===== config.mk =====
export PLATFORM = sky130hd
export DESIGN_NAME = slip_crc8_framer
export DESIGN_NICKNAME = d
export VERILOG_FILES = /design/src/rtl/slcf_pkg.sv /design/src/rtl/slcf_front.sv /design/src/rtl/slcf_queue.sv /design/src/rtl/slcf_back.sv /design/src/rtl/slip_crc8_framer.sv
export VERILOG_INCLUDE_DIRS = /design/src /design/src/rtl
export SDC_FILE = /design/constraint.sdc
export NUM_CORES = 1
export LEC_CHECK = 0
export ABC_AREA = 1
export ABC_CLOCK_PERIOD_IN_PS = 4500
export BUFFER_PORTS_ARGS = -buffer_cell sky130_fd_sc_hd__buf_2
export CORE_UTILIZATION = 50
export CTS_CLUSTER_DIAMETER = 200
export DETAILED_ROUTE_END_ITERATION = 8
export GPL_ROUTABILITY_DRIVEN = 0
export PLACE_DENSITY = 0.67
export SETUP_SLACK_MARGIN = 0.4
export SLEW_MARGIN = 40
export SYNTH_ARGS = -nofsm -noshare
export SYNTH_HDL_FRONTEND = slang
export SYNTH_SLANG_ARGS = --single-unit

===== constraint.sdc =====
create_clock -name clk -period 4.5 [get_ports clk]
set_clock_uncertainty 0.1 [all_clocks]
set_input_delay 0.675 -clock clk [delete_from_list [all_inputs] [get_ports clk]]
set_output_delay 0.675 -clock clk [all_outputs]
set_load 0.03 [all_outputs]

===== src/rtl/slip_crc8_framer_macros.svh =====
// ----------------------------------------------------------------------------
// slip_crc8_framer assertion macros
// concurrent assertion forms used by slcf_back
// ----------------------------------------------------------------------------
`ifndef SLIP_CRC8_FRAMER_MACROS_SVH
`define SLIP_CRC8_FRAMER_MACROS_SVH

// same-cycle implication, disabled while reset is low
`define SLCF_ASSERT_IMPL(label, clk, rst_n, ante, cons) \
	label: assert property (@(posedge clk) disable iff (!(rst_n)) (ante) |-> (cons)) \
		else $error("slcf assertion failed");

// next-cycle implication, disabled while reset is low
`define SLCF_ASSERT_NEXT(label, clk, rst_n, ante, cons) \
	label: assert property (@(posedge clk) disable iff (!(rst_n)) (ante) |=> (cons)) \
		else $error("slcf assertion failed");

`endif


===== src/rtl/slcf_pkg.sv =====
// ----------------------------------------------------------------------------
// slcf_pkg
// types, codes and the crc-8 fold shared by the framer modules
// ----------------------------------------------------------------------------
package slcf_pkg;

	localparam int unsigned QUEUE_DEPTH = 4;

	localparam int unsigned CMD_W     = 2;
	localparam int unsigned BYTE_W    = 8;
	localparam int unsigned COUNT_W   = 16;
	localparam int unsigned REG_IDX_W = 3;
	localparam int unsigned REG_W     = 16;

	localparam logic [CMD_W-1:0] CMD_RESTART = 2'd0;
	localparam logic [CMD_W-1:0] CMD_START   = 2'd1;
	localparam logic [CMD_W-1:0] CMD_DATA    = 2'd2;
	localparam logic [CMD_W-1:0] CMD_FINISH  = 2'd3;

	localparam logic [REG_IDX_W-1:0] REG_END_CODE    = 3'd0;
	localparam logic [REG_IDX_W-1:0] REG_ESC_CODE    = 3'd1;
	localparam logic [REG_IDX_W-1:0] REG_ESC_END     = 3'd2;
	localparam logic [REG_IDX_W-1:0] REG_ESC_ESC     = 3'd3;
	localparam logic [REG_IDX_W-1:0] REG_CAPACITY    = 3'd4;

	localparam logic [BYTE_W-1:0]  RST_END_CODE = 8'd192;
	localparam logic [BYTE_W-1:0]  RST_ESC_CODE = 8'd219;
	localparam logic [BYTE_W-1:0]  RST_ESC_END  = 8'd220;
	localparam logic [BYTE_W-1:0]  RST_ESC_ESC  = 8'd221;
	localparam logic [COUNT_W-1:0] RST_CAPACITY = 16'hFFFF;

	localparam logic [BYTE_W-1:0] CRC_POLY = 8'h31;
	localparam logic [BYTE_W-1:0] CRC_TOP  = 8'h80;
	localparam logic [BYTE_W-1:0] CRC_INIT = 8'hFF;

	typedef struct packed {
		logic [BYTE_W-1:0] out_byte;
		logic              byte_valid;
		logic              no_room;
		logic              last;
	} res_t;

	typedef struct packed {
		logic two;
		res_t r0;
		res_t r1;
	} entry_t;

	localparam res_t RES_NO_ROOM = '{out_byte: '0, byte_valid: 1'b0, no_room: 1'b1, last: 1'b1};

	function automatic logic [BYTE_W-1:0] crc_fold(input logic [BYTE_W-1:0] crc,
		input logic [BYTE_W-1:0] b);
		logic [BYTE_W-1:0] c;
		c = crc ^ b;
		for (int i = 0; i < BYTE_W; i++) begin
			if ((c & CRC_TOP) != '0) begin
				c = {c[BYTE_W-2:0], 1'b0} ^ CRC_POLY;
			end else begin
				c = {c[BYTE_W-2:0], 1'b0};
			end
		end
		return c;
	endfunction

	function automatic res_t mk_byte(input logic [BYTE_W-1:0] b, input logic fin);
		res_t r;
		r.out_byte   = b;
		r.byte_valid = 1'b1;
		r.no_room    = 1'b0;
		r.last       = fin;
		return r;
	endfunction

endpackage


===== src/rtl/slcf_front.sv =====
// ----------------------------------------------------------------------------
// slcf_front
// takes commands, holds registers, count and crc, builds result entries
// ----------------------------------------------------------------------------
module slcf_front (
	input  logic                            clk,
	input  logic                            arst_n,
	input  logic                            cfg_we,
	input  logic [slcf_pkg::REG_IDX_W-1:0]  cfg_index,
	input  logic [slcf_pkg::REG_W-1:0]      cfg_wdata,
	input  logic                            in_fire,
	input  logic [slcf_pkg::CMD_W-1:0]      cmd,
	input  logic [slcf_pkg::BYTE_W-1:0]     data_byte,
	output logic                            push,
	output slcf_pkg::entry_t                entry
);
	import slcf_pkg::*;

	logic [BYTE_W-1:0]  end_code_q, esc_code_q, esc_end_q, esc_esc_q;
	logic [COUNT_W-1:0] cap_q;
	logic [COUNT_W-1:0] count_q, count_d;
	logic [BYTE_W-1:0]  crc_q, crc_d;
	logic [COUNT_W:0]   cnt_ext, cap_ext;
	logic               room1, room2, is_end, is_esc;
	logic [BYTE_W-1:0]  sub_byte;

	always_ff @(posedge clk or negedge arst_n) begin
		if (!arst_n) begin
			end_code_q <= RST_END_CODE;
			esc_code_q <= RST_ESC_CODE;
			esc_end_q  <= RST_ESC_END;
			esc_esc_q  <= RST_ESC_ESC;
			cap_q      <= RST_CAPACITY;
		end else if (cfg_we) begin
			unique case (cfg_index)
				REG_END_CODE: end_code_q <= cfg_wdata[BYTE_W-1:0];
				REG_ESC_CODE: esc_code_q <= cfg_wdata[BYTE_W-1:0];
				REG_ESC_END:  esc_end_q  <= cfg_wdata[BYTE_W-1:0];
				REG_ESC_ESC:  esc_esc_q  <= cfg_wdata[BYTE_W-1:0];
				REG_CAPACITY: cap_q      <= cfg_wdata[COUNT_W-1:0];
				default: ;
			endcase
		end
	end

	assign cnt_ext  = {1'b0, count_q};
	assign cap_ext  = {1'b0, cap_q};
	assign room1    = (cnt_ext + (COUNT_W+1)'(1)) <= cap_ext;
	assign room2    = (cnt_ext + (COUNT_W+1)'(2)) <= cap_ext;
	assign is_end   = data_byte == end_code_q;
	assign is_esc   = data_byte == esc_code_q;
	assign sub_byte = is_end ? esc_end_q : esc_esc_q;

	always_comb begin
		count_d  = count_q;
		crc_d    = crc_q;
		push     = 1'b0;
		entry.two = 1'b0;
		entry.r0  = RES_NO_ROOM;
		entry.r1  = RES_NO_ROOM;
		unique case (cmd)
			CMD_RESTART: begin
				count_d = '0;
				crc_d   = CRC_INIT;
			end
			CMD_START: begin
				push = 1'b1;
				if (room1) begin
					entry.r0 = mk_byte(end_code_q, 1'b1);
					count_d  = count_q + COUNT_W'(1);
				end
			end
			CMD_DATA: begin
				push = 1'b1;
				if (is_end || is_esc) begin
					if (room2) begin
						entry.two = 1'b1;
						entry.r0  = mk_byte(esc_code_q, 1'b0);
						entry.r1  = mk_byte(sub_byte, 1'b1);
						count_d   = count_q + COUNT_W'(2);
						crc_d     = crc_fold(crc_fold(crc_q, esc_code_q), sub_byte);
					end
				end else if (room1) begin
					entry.r0 = mk_byte(data_byte, 1'b1);
					count_d  = count_q + COUNT_W'(1);
					crc_d    = crc_fold(crc_q, data_byte);
				end
			end
			CMD_FINISH: begin
				push  = 1'b1;
				crc_d = CRC_INIT;
				if (room1) begin
					entry.two = 1'b1;
					entry.r0  = mk_byte(crc_q, 1'b0);
					if (room2) begin
						entry.r1 = mk_byte(end_code_q, 1'b1);
						count_d  = count_q + COUNT_W'(2);
					end else begin
						count_d  = count_q + COUNT_W'(1);
					end
				end
			end
			default: ;
		endcase
		push = push & in_fire;
	end

	always_ff @(posedge clk or negedge arst_n) begin
		if (!arst_n) begin
			count_q <= '0;
			crc_q   <= CRC_INIT;
		end else if (in_fire) begin
			count_q <= count_d;
			crc_q   <= crc_d;
		end
	end

endmodule


===== src/rtl/slcf_queue.sv =====
// ----------------------------------------------------------------------------
// slcf_queue
// short register queue of result entries between front and back
// ----------------------------------------------------------------------------
module slcf_queue #(
	parameter int unsigned DEPTH = slcf_pkg::QUEUE_DEPTH
) (
	input  logic             clk,
	input  logic             arst_n,
	input  logic             push,
	input  slcf_pkg::entry_t push_entry,
	output logic             not_full,
	input  logic             pop,
	output logic             not_empty,
	output slcf_pkg::entry_t head
);
	import slcf_pkg::*;

	localparam int unsigned PTR_W = (DEPTH > 1) ? $clog2(DEPTH) : 1;
	localparam int unsigned CNT_W = $clog2(DEPTH + 1);

	entry_t             slot_q [DEPTH];
	logic [PTR_W-1:0]   wr_ptr_q, rd_ptr_q;
	logic [CNT_W-1:0]   count_q;
	logic               do_push, do_pop;

	assign not_full  = count_q != CNT_W'(DEPTH);
	assign not_empty = count_q != '0;
	assign do_push   = push && not_full;
	assign do_pop    = pop && not_empty;
	assign head      = slot_q[rd_ptr_q];

	always_ff @(posedge clk) begin
		if (do_push) begin
			slot_q[wr_ptr_q] <= push_entry;
		end
	end

	always_ff @(posedge clk or negedge arst_n) begin
		if (!arst_n) begin
			wr_ptr_q <= '0;
			rd_ptr_q <= '0;
			count_q  <= '0;
		end else begin
			if (do_push) begin
				wr_ptr_q <= (wr_ptr_q == PTR_W'(DEPTH - 1)) ? '0 : wr_ptr_q + PTR_W'(1);
			end
			if (do_pop) begin
				rd_ptr_q <= (rd_ptr_q == PTR_W'(DEPTH - 1)) ? '0 : rd_ptr_q + PTR_W'(1);
			end
			unique case ({do_push, do_pop})
				2'b10:   count_q <= count_q + CNT_W'(1);
				2'b01:   count_q <= count_q - CNT_W'(1);
				default: count_q <= count_q;
			endcase
		end
	end

endmodule


===== src/rtl/slcf_back.sv =====
// ----------------------------------------------------------------------------
// slcf_back
// unpacks queue entries into result beats, one beat per cycle while out_ready is high
// ----------------------------------------------------------------------------
module slcf_back (
	input  logic             clk,
	input  logic             arst_n,
	input  logic             head_valid,
	input  slcf_pkg::entry_t head,
	output logic             pop,
	output logic             out_valid,
	input  logic             out_ready,
	output slcf_pkg::res_t   out_res
);
	import slcf_pkg::*;

	`include "slip_crc8_framer_macros.svh"

	logic out_valid_q, pend_valid_q, fire, free;
	res_t out_res_q, pend_res_q;

	assign fire      = out_valid_q && out_ready;
	assign free      = !out_valid_q || fire;
	assign pop       = free && !pend_valid_q && head_valid;
	assign out_valid = out_valid_q;
	assign out_res   = out_res_q;

	always_ff @(posedge clk) begin
		if (free && pend_valid_q) begin
			out_res_q <= pend_res_q;
		end else if (pop) begin
			out_res_q  <= head.r0;
			pend_res_q <= head.r1;
		end
	end

	always_ff @(posedge clk or negedge arst_n) begin
		if (!arst_n) begin
			out_valid_q  <= 1'b0;
			pend_valid_q <= 1'b0;
		end else if (free) begin
			if (pend_valid_q) begin
				out_valid_q  <= 1'b1;
				pend_valid_q <= 1'b0;
			end else begin
				out_valid_q  <= head_valid;
				pend_valid_q <= head_valid && head.two;
			end
		end
	end

	`SLCF_ASSERT_IMPL(a_pend_has_out, clk, arst_n, pend_valid_q, out_valid_q)
	`SLCF_ASSERT_NEXT(a_second_is_last, clk, arst_n, pend_valid_q && fire,
		out_valid_q && out_res_q.last)
	`SLCF_ASSERT_IMPL(a_no_room_shape, clk, arst_n, out_valid_q && out_res_q.no_room,
		!out_res_q.byte_valid && out_res_q.last && out_res_q.out_byte == '0)

endmodule


===== src/rtl/slip_crc8_framer.sv =====
// ----------------------------------------------------------------------------
// slip_crc8_framer
// slip byte-stuffing frame encoder with running crc-8 and capacity limit
// ----------------------------------------------------------------------------
// channel  direction  tdata           tuser                   tlast
// s_axis   in         data_byte[7:0]  cmd[1:0]                -
// m_axis   out        out_byte[7:0]   no_room, byte_valid     last
// cfg      in         cfg_wdata       -                       -
//
// a command is taken every cycle while the queue has room; restart gives no beat
// escape pairs and finish with room give two beats
// the first beat of a taken command passes through a queue slot, then the output register
// output stalls fill the queue of QUEUE_DEPTH entries, then s_axis_tready falls
// reset clears count, queue and output and sets crc to CRC_INIT; registers take their default codes
// ----------------------------------------------------------------------------
module slip_crc8_framer #(
	parameter int unsigned QUEUE_DEPTH = slcf_pkg::QUEUE_DEPTH
) (
	input  logic                            clk,
	input  logic                            arst_n,
	input  logic                            cfg_we,
	input  logic [slcf_pkg::REG_IDX_W-1:0]  cfg_index,
	input  logic [slcf_pkg::REG_W-1:0]      cfg_wdata,
	input  logic                            s_axis_tvalid,
	output logic                            s_axis_tready,
	input  logic [7:0]                      s_axis_tdata,  // data_byte
	input  logic [1:0]                      s_axis_tuser,  // cmd
	output logic                            m_axis_tvalid,
	input  logic                            m_axis_tready,
	output logic [7:0]                      m_axis_tdata,  // out_byte
	output logic [1:0]                      m_axis_tuser,  // no_room, byte_valid
	output logic                            m_axis_tlast
);
	import slcf_pkg::*;

	logic   in_fire, push, q_not_full, q_not_empty, pop;
	entry_t entry, head;
	res_t   out_res;

	assign s_axis_tready = q_not_full;
	assign in_fire       = s_axis_tvalid && q_not_full;

	slcf_front u_front (
		.clk       (clk),
		.arst_n    (arst_n),
		.cfg_we    (cfg_we),
		.cfg_index (cfg_index),
		.cfg_wdata (cfg_wdata),
		.in_fire   (in_fire),
		.cmd       (s_axis_tuser),
		.data_byte (s_axis_tdata),
		.push      (push),
		.entry     (entry)
	);

	slcf_queue #(.DEPTH(QUEUE_DEPTH)) u_queue (
		.clk        (clk),
		.arst_n     (arst_n),
		.push       (push),
		.push_entry (entry),
		.not_full   (q_not_full),
		.pop        (pop),
		.not_empty  (q_not_empty),
		.head       (head)
	);

	slcf_back u_back (
		.clk        (clk),
		.arst_n     (arst_n),
		.head_valid (q_not_empty),
		.head       (head),
		.pop        (pop),
		.out_valid  (m_axis_tvalid),
		.out_ready  (m_axis_tready),
		.out_res    (out_res)
	);

	assign m_axis_tdata = out_res.out_byte;
	assign m_axis_tuser = {out_res.no_room, out_res.byte_valid};
	assign m_axis_tlast = out_res.last;

endmodule

==> Word level (Yosys, flattened, before mapping) <==
Memory sizes are Yosys's and may differ from the RTL's.
Cells that the tools add are included.
{ "totals": {"register_bits": 103, "mem_bits_rw": 92, "input_bits": 34, "out_inout_bits": 13, "word_cells": 227, "memories": 1} }
{ "op_classes": {"addsub": 8, "magnitude_cmp": 2, "n_eq_ne": 17, "n_mux": 122, "n_bitwise": 29, "n_reduce_logical": 28} }
{ "mem_list": {"columns": ["name", "words", "width", "rd", "rd_clocked_by_memory_dff", "write_ports", "line_no", "source"], "rows": [
  ["u_queue.slot_q", 4, 23, 1, 0, 1, "slcf_queue.sv:22", "entry_t slot_q [DEPTH];"]
]} }
{ "op_table": {"columns": ["operator", "n"], "rows": [
  ["$mux 8", 70],
  ["$mux 6", 24],
  ["$mux 16", 5],
  ["$mux 11", 7],
  ["$not 3->3", 24],
  ["$pmux 16 s4", 1],
  ["$mux 23", 2],
  ["$le 17x16->1", 2],
  ["$pmux 11 s3", 1],
  ["$xor 8x8->8", 3],
  ["$pmux 11 s2", 1],
  ["$add 16x1->17 const B", 1],
  ["$add 16x2->17 const B", 1],
  ["$add 16x1->16 const B", 1],
  ["$add 16x2->16 const B", 1],
  ["$eq 8x8->1", 2],
  ["$pmux 8 s2", 1],
  ["$reduce_and 2->1", 6],
  ["$eq 2x2->1 const B", 5],
  ["$logic_and 1x1->1", 8],
  ["$eq 3x2->1 const B", 2],
  ["$mux 1", 6],
  ["$pmux 3 s2", 1],
  ["$reduce_bool 2->1", 3],
  ["other kinds (23)", 28]
]} }

==> Logic depth before layout (Yosys ltp) <==
{ "depth": {"depth_word": 82, "depth_mapped": 25, "ltp_nobuf": 25} }

==> By module <==
From an unflattened synthesis, not the netlist that was laid out.
{ "hier_totals": {"cells_unflattened": 1525, "hier_area_um2": 12225.5} }
{ "by_module_without_submodules": {"columns": ["module", "instances", "cells_per_inst", "area_per_inst_um2", "seq_area_each_um2"], "rows": [
  ["slcf_front", 1, 1119, 7086.8, 1855.5],
  ["slcf_queue", 1, 327, 4169.0, 2937.8],
  ["slcf_back", 1, 77, 962.2, 710.7],
  ["slip_crc8_framer", 1, 2, 7.5, 0.0]
]} }

==> Least setup slack after synthesis <==
OpenSTA, ideal clock, no wires.
{ "synth_path": {"path_kind": "register -> register", "startpoint": "register u_front.count_q[2]", "endpoint": "memory u_queue.slot_q[0][11] in the netlist's numbering (data pin)", "setup_ns": 0.286, "t_arrival_ns": 2.929, "required_ns": 4.114, "slack_ns": 1.185, "path_stages_with_launch": 23, "path_buffers": 0, "synth_period_minus_slack_ns": 3.315, "cell_sequence": "dfrtp_1 > ha_1 > nand2_1 > nor2_1 > inv_1 > nor2_1 > inv_1 > nor3_1 > xor2_1 > inv_1 > ha_1 > a21oi_1 > nor2_1 > a211oi_1 > nor2_1 > nor2_2 > nand3_2 > nand2_4 > inv_4 > o21ai_0 > nand2_1 > a21oi_1 > o21ai_0"} }
{ "synth_lines": {"columns": ["element", "line_no", "source"], "rows": [
  ["from (decl)", "slcf_front.sv:21", "logic [COUNT_W-1:0] count_q, count_d;"],
  ["from (signal assigned)", "slcf_front.sv:113", "count_q <= count_d;"],
  ["to (decl)", "slcf_queue.sv:22", null]
]} }

==> results.txt <==
nets@finish: 1479
Die X: 151.5 um
Vias/cell: 5.411
cell area after synthesis: 11170 um2
Post-Route WL: 27.62 mm
I/O pin count: 47
flop2flop setup slack: 0.67 ns
cell count after synthesis: 1356
Distinct cells, synth: 48
cell with the most instances after synthesis: nand2_1
status: finished, final reports clean
max cap viols: 0
syn_nets: 1436
crit start category: flop
Gate power share: 0.430
CTS Sinks: 190
Psw: 3.086 mW
initial antenna violation count: 0
Clk Latency, worst-skew pair: 0.44 ns
fin cells: 1692
Area contributors post-synth: edfxtp_1, nand2_1, dfstp_2
power per cell area: 588.6 nW/um2
M1 wire length: 12.43 mm
gr usage total: 0.2545
Final Hold Fails: 0
H-Tree Depth: 4
Placed Cells: 1659
routed len/inst: 16.33 um
setup violators final: 0
Slew @ Worst Pin: 0.8349 ns
DP Area: 11710 um2
Post-synth EDFFs: 109
layout cells sized above 1: 0.1360
Pleak: 5.725 nW
unrepaired setup endpoints after global routing: false
Post-synth top cells: nand2_1, inv_1, o21ai_0
Max Slew Vio Count: 0
Seq/Total Area, Yosys: 0.4792
r2r endpoint: u_queue.slot_q[3][4]
crit path from: u_front.count_q[2]
Synth Warn #: 0
WP data required: 4.64 ns
Power, Total: 7.277 mW
Yosys reg bits: 190
Final ANT Viol Nets: 0
met2 wirelength from detailed routing: 13.03 mm
CP Capture Type: flop
DR pass1 iterations: 6
synthesized area per cell: 8.240 um2
internal power: 4.191 mW
DR DRC count: 0
VDD IR-drop max: 0.0002779 V
Arr. time, crit path: 3.98 ns
Setup TNS Final: 0 ns
R2R cell count: 18
post-route minimum period: 3.832 ns
vias in the first global route: 8522
FFs w/ async S/R, synth: 0.4263
crit path max fanout: 11
initial core utilization: 0.5104
uppermost layer routed: met4
power share of the sequential group: 0.368
first-pass GRT wire length: 44.17 mm
period utilization: 0.8515
core area: 21890 um2
CTS tree: built
fmax: 0.2610 GHz
final instance area: 12360 um2
WS Path Type: flop to flop
Min-Delay Path Class: input port to asynchronous set/reset pin
top_reg_cell synth: edfxtp_1
CTS buffer count: 17
PortBufs: 46
Sw Ratio: 0.4241
dpl hpwl: 20.08 mm
area share of the largest cell type after synthesis: 0.2929
CP peak stage delay: 0.42 ns
Initial DRC Count: 631
Final Core Density: 0.5648
# rows: 54
metal3 WL: 1.350 mm
largest net degree at the start of global routing: 82
Die ar.: 22950 um2
CP cell instances: ha_1, nand2_1, nor2_2, inv_1, nor2_2, inv_1, nor3_1, xor2_1, a21oi_1, ha_1, nand4_1, nor4_1, nand2_1, nand2_4, inv_4, nor2_2, inv_1, o21ai_2
Via Count: 9156
clk buf depth: 2
die height: 151.5 um
root buffer cell: clkbuf_16
clk slew on worst S/H paths: 0.07 ns
reg2reg start: u_front.count_q[2]
Clock power frac: 0.202
Slew headroom: 0.4428
number of antenna diodes: 0
area leader, netlist: edfxtp_1
grt ovf: 0
P&R area growth vs syn: 10.65%
slowest CP cell: dfrtp_1
power by group through the flow:
stage                     clock network, mW  registers [mW]  logic [mW]
after detailed placement                  0            2.70        3.09
after floorplan                           0            2.71        2.27
final                                  1.47            2.68        3.13
after global routing                   1.56            2.72        3.59
after CTS                              1.49            2.67        3.11
after global placement                    0            2.69        3.01
layout make-up:
type                    instances  area [um2]
well taps                     280       350.3
inverters                     149       564.3
flip-flops and latches        190        5355
repair buffers                 59       334.1
fillers                      2020        9528
multi-input cells             982        5199
clock buffers                  18       439.2
clock inverters                14       121.4
worst max-delay path: cells and delay by family (launching register included):
kind | cells | cell delay [ns]
compound gates | 2 | 0.39
simple gates | 9 | 1.46
flops | 1 | 0.42
buf+inv | 4 | 0.42
fa+ha+maj | 2 | 0.55
xor+xnor | 1 | 0.27
stage by stage:
step / hold WS (ns) / setup slack (ns)
finish: 0.1698 / 0.6684
global placement: 0.3688 / 0.5910
CTS: 0.1939 / 0.4525
floorplan: 0.2794 / 1.185
global route: 0.2244 / 0.3606
detailed placement: 0.3773 / 0.4459
repair_timing:
item                       CTS  global route
setup endpoints to repair    4           108
cloned                       0             0
buffers inserted             0             1
hold endpoints to repair     0             0
hold buffers                 0             0
pin swaps                    0             1
gates resized for setup      1            19
sequential cells by signal, indices dropped and copies added, names as in the netlist, 10 cells and up:
register	cells
u_front.count_q	16
u_back.pend_res_q	10
u_front.cap_q	16
u_queue.slot_q	88
u_back.out_res	11
cell usage in the layout (no fill, tap or decap), types with 14 or more instances in the layout:
master	n
nand3_1	73
nand2_2	14
nor2_1	118
clkbuf_16	17
inv_1	144
o21ai_0	127
nand4_1	18
edfxtp_1	109
xnor2_1	22
dfrtp_1	37
dfstp_2	43
nand2_1	390
a21oi_1	37
buf_2	45
ha_1	45
xor2_1	33
cells by family after synthesis:
logic type | synth area share
AND/OR/NAND/NOR | 0.2520
AO/OA/AOI/OAI | 0.1049
flip-flops | 0.4792
buffers and inverters | 0.06450
XOR/XNOR | 0.04535
adder cells (fa/ha/maj) | 0.05218
multiplexers | 0.001904
worst max path at each step:
stage | end | slack, ns | depth (start not counted)
CTS | u_queue.slot_q[1][18] | 0.45 | 18
detailed placement | u_queue.slot_q[2][18] | 0.45 | 21
finish | u_queue.slot_q[3][4] | 0.67 | 18
floorplan | u_queue.slot_q[0][11] | 1.19 | 22
global route | u_queue.slot_q[0][14] | 0.36 | 16
global placement | u_queue.slot_q[0][18] | 0.59 | 21
routing by layer:
layer / track usage / vias up
met3: 0.03623 / 51
met2: 0.4155 / 261
li1: - / 4560
met5: 0 / -
met1: 0.3423 / 4284
met4: 0.09750 / 0
Power figures use the tool's default switching activity.
